<file path="config.mk">
export PLATFORM = sky130hd
export DESIGN_NAME = rnhc_div
export DESIGN_NICKNAME = d
export VERILOG_FILES = /design/src/sv/rnhc_pkg.sv /design/src/sv/rnhc_div.sv
export SDC_FILE = /design/constraint.sdc
export NUM_CORES = 1
export LEC_CHECK = 0
export ABC_AREA = 1
export ABC_CLOCK_PERIOD_IN_PS = 2900
export BUFFER_PORTS_ARGS = -buffer_cell sky130_fd_sc_hd__buf_2
export CORE_ASPECT_RATIO = 2
export CORE_MARGIN = 3
export CORE_UTILIZATION = 61
export DETAILED_ROUTE_END_ITERATION = 8
export HOLD_SLACK_MARGIN = 0.08
export PLACE_DENSITY_LB_ADDON = 0.05
export SLEW_MARGIN = 20
export SYNTH_ARGS = -nofsm -noshare
export SYNTH_HDL_FRONTEND = slang
export SYNTH_SLANG_ARGS = --single-unit
export TNS_END_PERCENT = 5
</file>
<file path="constraint.sdc">
create_clock -name clk -period 2.9 [get_ports clk]
set_input_delay 0.29 -clock clk [delete_from_list [all_inputs] [get_ports clk]]
set_output_delay 0.29 -clock clk [all_outputs]
set_load 0.05 [all_outputs]
</file>
<file path="src/sv/rnhc_pkg.sv">
// ----------------------------------------------------------------------------
// rnhc_pkg
// Shared word types and codes for the nearest-hit ray caster.
// ----------------------------------------------------------------------------
package rnhc_pkg;

    // command word: one load or one cast
    typedef struct packed {
        logic [1:0]         opcode;
        logic [6:0]         slot;
        logic signed [31:0] operand_a;
        logic signed [31:0] operand_b;
        logic signed [31:0] operand_c;
        logic signed [31:0] operand_d;
        logic signed [31:0] operand_e;
        logic signed [31:0] operand_f;
    } cmd_t;

    // result word
    typedef struct packed {
        logic [30:0] hit_distance;
        logic        hit_found;
        logic [1:0]  hit_kind;
    } result_t;

    localparam int QUOT_W = 31;
    localparam logic [QUOT_W-1:0] SAT31 = '1;

    localparam logic [1:0] OP_LOAD_WALL = 2'd0;
    localparam logic [1:0] OP_LOAD_FACE = 2'd1;
    localparam logic [1:0] OP_CAST      = 2'd2;
    localparam logic [1:0] OP_UNUSED    = 2'd3;

    localparam logic [1:0] KIND_NONE   = 2'd0;
    localparam logic [1:0] KIND_WALL   = 2'd1;
    localparam logic [1:0] KIND_FACE   = 2'd2;
    localparam logic [1:0] KIND_GROUND = 2'd3;

    localparam logic [1:0] CFG_SEGMENT_COUNT = 2'd0;
    localparam logic [1:0] CFG_FACE_COUNT    = 2'd1;
    localparam logic [1:0] CFG_MIN_RANGE     = 2'd2;
    localparam logic [1:0] CFG_MAX_RANGE     = 2'd3;

endpackage

</file>
<file path="src/sv/rnhc_div.sv">
// ----------------------------------------------------------------------------
// rnhc_div
// Saturating fixed-point divider, floor(num * 2^FRAC_BITS / den), one
// quotient bit per cycle.
// ----------------------------------------------------------------------------
module rnhc_div #(
    parameter int FRAC_BITS = 16
) (
    input  logic                            clk,
    input  logic                            rst_n,
    input  logic                            start,
    input  logic [63:0]                     num,
    input  logic [63:0]                     den,
    output logic                            done,
    output logic [rnhc_pkg::QUOT_W-1:0]     quot
);

    localparam int QW = rnhc_pkg::QUOT_W;
    localparam int PRE_SHIFT = QW - FRAC_BITS;

    logic              run_reg;
    logic              done_reg;
    logic [4:0]        cnt_reg;
    logic [63:0]       r_reg;
    logic [QW-1:0]     lo_reg;
    logic [QW-1:0]     q_reg;
    logic [63:0]       d_reg;

    logic              sat;
    logic [64:0]       r_shift;
    logic              r_ge;

    // quotient does not fit in 31 bits
    assign sat = (den == 64'd0) || (96'(num) >= (96'(den) << PRE_SHIFT));
    assign r_shift = {r_reg, lo_reg[QW-1]};
    assign r_ge = r_shift >= {1'b0, d_reg};

    always_ff @(posedge clk or negedge rst_n)
    begin
        if (!rst_n)
        begin
            run_reg  <= 1'b0;
            done_reg <= 1'b0;
            cnt_reg  <= '0;
            r_reg    <= '0;
            lo_reg   <= '0;
            q_reg    <= '0;
            d_reg    <= '0;
        end
        else
        begin
            done_reg <= 1'b0;
            if (start)
            begin
                d_reg <= den;
                if (sat)
                begin
                    q_reg    <= rnhc_pkg::SAT31;
                    done_reg <= 1'b1;
                    run_reg  <= 1'b0;
                end
                else
                begin
                    q_reg   <= '0;
                    r_reg   <= num >> PRE_SHIFT;
                    lo_reg  <= QW'(96'(num) << FRAC_BITS);
                    cnt_reg <= 5'(QW);
                    run_reg <= 1'b1;
                end
            end
            else if (run_reg)
            begin
                lo_reg <= {lo_reg[QW-2:0], 1'b0};
                if (r_ge)
                begin
                    r_reg <= 64'(r_shift - {1'b0, d_reg});
                    q_reg <= {q_reg[QW-2:0], 1'b1};
                end
                else
                begin
                    r_reg <= r_shift[63:0];
                    q_reg <= {q_reg[QW-2:0], 1'b0};
                end
                cnt_reg <= cnt_reg - 5'd1;
                if (cnt_reg == 5'd1)
                begin
                    run_reg  <= 1'b0;
                    done_reg <= 1'b1;
                end
            end
        end
    end

    assign done = done_reg;
    assign quot = q_reg;

endmodule

</file>
## Word-level counts from Yosys, hierarchy flattened

Index checks and enable logic that the tools add are counted.

- Add/sub/neg operators: 2
- Magnitude comparators: 2
- Eq/ne operators: 2
- Multiplexer cells: 22
- Reduce and logical (&&, ||, !) cells: 4

Operator list:

| cell | count |
|---|---|
| two-way mux 64 bit | 4 |
| two-way mux 31 bit | 6 |
| greater-or-equal comparator 64 x 79 -> 1 bit | 1 |
| greater-or-equal comparator 65 x 64 -> 1 bit | 1 |
| zero test 64 bit | 1 |
| subtractor 64 bit | 1 |
| two-way mux 5 bit | 3 |
| two-way mux 1 bit | 9 |
| == test 5 x 1 -> 1 bit (second input constant) | 1 |
| subtractor 5 x 1 -> 5 bit (second input constant) | 1 |
| inequality test 2 bit (second input constant) | 1 |
| AND reduction 2 bit | 1 |
| nonzero test 2 bit | 1 |
| logical OR 1 bit | 1 |

- Bits in registers: 197
- Input bits: 131
- Output and inout port bits: 32
- Logic and storage cells: 39

## Longest topological paths before layout

- Word-level depth: 4
- Depth in mapped cells: 22
- Depth with buffers taken out: 21

## Least setup slack after synthesis

No wires, ideal clock.

- Path type: flip-flop to flip-flop
- Start point: register lo_reg[30]
- End point: register r_reg[62]
- Setup time: 121 ps
- Data arrival time: 2,023 ps
- Required time: 2,779 ps
- Path slack: 757 ps
- Stages on the path, launching flop included: 19
- Path buffers: 0
- Period minus slack after synthesis: 2,143 ps
- Cells stage by stage: dfrtp_1 -> inv_1 -> ha_1 -> inv_1 -> fa_1 -> nand2_1 -> nand3_1 -> nand3_1 -> nand2_1 -> nand2_1 -> nand2_1 -> nand2_1 -> nand3_1 -> nand2_1 -> nand2_1 -> nand2_1 -> nand2_1 -> o21ai_0 -> nand2_1

- Cells in the longest elaborated chain, start to end: 4
- Elaborated cells on any way between the ends: 5
- Classes of those cells: 1 x add/sub; 1 x order compare; 3 x mux

Ends and longest elaborated chain:

| element | RTL line | RTL |
|---|---|---|
| start, declared | rnhc_div.sv:25 | `logic [QW-1:0] lo_reg;` |
| start signal, assigned | rnhc_div.sv:66 | `lo_reg <= QW'(96'(num) << FRAC_BITS);` |
| start signal, assigned | rnhc_div.sv:73 | `lo_reg <= {lo_reg[QW-2:0], 1'b0};` |
| subtractor 64 bit or greater-or-equal comparator 65 x 64 -> 1 bit (tied branches) | rnhc_div.sv:76, rnhc_div.sv:36 |  |
| two-way mux 64 bit (*) | rnhc_div.sv:74 | `if (r_ge)` |
| two-way mux 64 bit (*) | rnhc_div.sv:71 | `else if (run_reg)` |
| two-way mux 64 bit (*) | rnhc_div.sv:53 | `if (start)` |
| end signal, assigned | rnhc_div.sv:65 | `r_reg <= num >> PRE_SHIFT;` |
| end signal, assigned | rnhc_div.sv:76 | `r_reg <= 64'(r_shift - {1'b0, d_reg});` |
| end signal, assigned | rnhc_div.sv:81 | `r_reg <= r_shift[63:0];` |
| end, declared | rnhc_div.sv:24 | `logic [63:0] r_reg;` |

Mark *: on every way between the ends. The rest lies on a longest branch, timed or not. The select of a mux whose other input is x is not followed.
A chain may end at the register's enable or synchronous reset.

## Worst setup path after layout

- Start point: input port den[29]
- End point: register r_reg[28]

- Cells in the longest elaborated chain, start to end: 4
- Elaborated cells on any way between the ends: 5
- Classes of those cells: 1 x order compare; 1 x eq/ne; 3 x reduce/logical

Ends and longest elaborated chain:

| element | RTL line | RTL |
|---|---|---|
| start, declared | rnhc_div.sv:13 | `input logic [63:0] den,` |
| greater-or-equal comparator 64 x 79 -> 1 bit or zero test 64 bit (tied branches) | rnhc_div.sv:34 | `assign sat = (den == 64'd0) \|\| (96'(num) >= (96'(den) << PRE_SHIFT));` |
| logical OR 1 bit (*) | rnhc_div.sv:34 |  |
| inequality test 2 bit (no line) (*) | - |  |
| AND reduction 2 bit (no line) (*) | - |  |

Mark *: on every way between the ends. The rest lies on a longest branch, timed or not.

==> impl_metrics.csv <==
group,metric,value,unit
pwr,peakVddDrop,0.513,mV
logic_synthesis,synth.distinct_cells,45,
clock_tree,cts_setup_buffers,0,
logic_synthesis,syn_inst,2494,
logic_synthesis,synth_edf_count,0,
placed_design,hpwl,43.7,mm
critical_path,rr_endpoint,"r_reg[50]",
timing,skew,0.0152,ns
timing,drv_slew,0,
route,firstDrtPassIters,8,
layout,nFillCells,1977,
logic_synthesis,synth_common_cells,"nand2_1 (862), inv_1 (402), nand3_1 (245)",
logic_synthesis,ys_seq_area_share,29.0,%
logic_synthesis,syn_area,15600,sq um
grt,grt_pass1_vias,17600,
timing,max_freq,345,MHz
grt,grt_max_degree,90,
die,core_region_area,25100,sq um
logic_synthesis,synth.area.top_cells,"dfrtp_1 (29%), nand2_1 (21%), inv_1 (9.7%)",
critical_path,cp.arrival,3.32,ns
layout,drive_gt1_share,12.7,%
grt,antenna_found_initial,0,
die,chipHeight,232,microns
layout,seqCellArea,4530,sq um
critical_path,regToRegSetupSlack,0.09,ns
die,start_util,62.1,%
timing,tns,-0.00255,ns
layout,area_growth,16.9,%
die,core.rowCount,82,
outcome,violations,"setup timing",
placed_design,place_ws,0.0983,ns
clock_tree,insertion_delay,0.48,ns
logic_synthesis,yosysMostFrequentCell,"nand2_1",
pwr,power.total,13.9,mW
logic_synthesis,synth_nets,2741,
die,dieArea,27700,sq um
layout,diodes,0,
timing,hold_viol_final,0,
critical_path,cp_max_fo,21,
placed_design,dp.cells,2966,
placed_design,finalWeightedCongestion,1.05,
grt,grt_pass1_wl,89.0,mm
layout,fin_cells,3056,
pwr,power_leakage,10.3,nW
timing,tightest_slew,0.842,ns
pwr,powerDensity,762,nW/um^2
clock_tree,clk_pin_slew,0.09,ns
critical_path,crit_type,"in -> reg",
layout,nNetsFinal,2954,
route,routed_wl,58.7,mm
timing,period_share,100,%
clock_tree,clockRootBuffer,"clkbuf_16",
logic_synthesis,synth_top_cell_area_share,29.0,%
timing,setup_viol,2,
timing,min_period,2.90,ns
die,io_pins,163,
route,viasPerCell,5.76,
clock_tree,cts_max_level,4,
hold_path,hold_path_class,"in -> reg",
timing,relSlewSlack,43.9,%
critical_path,crit_required,3.32,ns
hold_path,hold_path_depth,3,
critical_path,end_kind,"flop",
logic_synthesis,synthArstFlopShare,100,%
clock_tree,clockBufferDepth,2,
logic_synthesis,yosysTopAreaCell,"dfrtp_1",
timing,setup_slack,-0.00149,ns
logic_synthesis,ys.warnings.count,0,
outcome,status,"finished, violations left",
route,vias,17600,
route,drc,0,
clock_tree,cts_tree,"built",
grt,grt_overflow,0,
layout,multi_input_area,9220,sq um
placed_design,port_buffers,162,
grt,grt_usage,41.2,%
logic_synthesis,synth_top_flop_cell,"dfrtp_1",
critical_path,r2r-start,"r_reg[5]",
route,routedWlPerCell,19.2,microns
clock_tree,clkSinkCount,181,
route,drt-initial-drc-count,1657,
hold_path,hold_path_startpoint,"den[7]",
critical_path,r2r_cells,14,
clock_tree,cts_made_buffers,17,
hold_path,hold_path_end,"d_reg[7]",
logic_synthesis,synth-seq-cells,181,
logic_synthesis,avgSynthCellArea,6.26,sq um
run,max_cap_violations,0,
critical_path,startpoint_type,"primary input",
die,die_width,119,microns
route,antenna_left,0,
==> timing repair <==
action | in CTS | in global routing
hold buffers | 56 | 0
hold endpoints to repair | 98 | 0
endpoints found under the setup margin | 0 | 115
resized for setup | 0 | 20
==> where the power goes <==
| group | total, mW | leakage (nW) | switching, mW | internal (mW) |
|---|---|---|---|---|
| sequential | 3.27 | 2.28 | 0.341 | 2.93 |
| clock | 2.50 | 0.305 | 1.30 | 1.20 |
| combinational | 8.13 | 7.68 | 5.45 | 2.68 |
==> final cells by class <==
type	instances	share of cell area, %
Multi-Input combinational cell	1828	50.6
Sequential cell	181	24.8
Timing Repair Buffer	266	10.3
Inverter	413	8.50
Clock buffer	17	2.33
Tap cell	336	2.30
Clock inverter	15	1.16
==> layout by cell type (no fill, tap or decap), types with 17 or more instances in the layout <==
master	synthesis	final
a21oi_1	86	84
buf_2	15	160
buf_4	6	38
clkbuf_16	0	18
dfrtp_1	181	181
dlygate4sd3_1	0	56
ha_1	115	113
inv_1	402	401
nand2_1	862	857
nand3_1	245	244
nand4_1	30	30
nor2_1	174	169
nor3_1	17	17
o21ai_0	126	125
or2_2	52	52
xor2_1	28	28
==> metrics by stage <==
step | util [%] | hold slack, ns | cell area, sq um
final | 72.6 | 0.0870 | 18200
after global routing | 72.6 | 0.0963 | 18200
after CTS | 72.1 | 0.0806 | 18100
after detailed placement | 67.4 | 0.279 | 16900
after global placement | 67.4 | 0.273 | 16900
after floorplan | - | -0.00559 | 15600
==> worst max-delay path by stage <==
stage,startpoint,endpoint,slack (ns),cells past startpoint
after floorplan,lo_reg[30],r_reg[62],0.76,18
after global placement,den[31],lo_reg[30],0.18,17
after detailed placement,den[31],lo_reg[19],0.1,17
after CTS,den[31],lo_reg[19],0.04,18
after global routing,den[31],r_reg[11],-0.12,17
final,den[29],r_reg[28],-0.001,17
==> layer usage <==
metal / part of all wire (%) / track usage [%] / up-vias / wire [microns]
met5: 0 / 0 / - / 0
met2: 52 / 75.8 / 933 / 30300
met3: 5.7 / 5.75 / 333 / 3370
met4: 9.8 / 33.4 / 0 / 5750
li1: - / - / 8242 / -
met1: 33 / 40.3 / 8100 / 19300
==> critical path: stages <==
cell           delay, ns
dlygate4sd3_1       0.54
buf_2               0.14
inv_1               0.09
ha_1                0.27
a21oi_1             0.27
o21a_1              0.18
nand2_1             0.15
a21oi_2             0.24
nand2_1             0.08
nand2_1             0.06
nand2_1             0.05
nand2_1             0.13
nand3_2             0.14
nand2_4             0.18
buf_6               0.29
nand3_1             0.13
nand2_1             0.08
==> cells by family after synthesis <==
logic type	share of synthesized area, %
xor+xnor	1.74
flops	29.0
simple gates	38.8
compound gates	8.76
buf+inv	12.3
fa+ha+maj	9.35
Power figures use the tool's default switching activity.
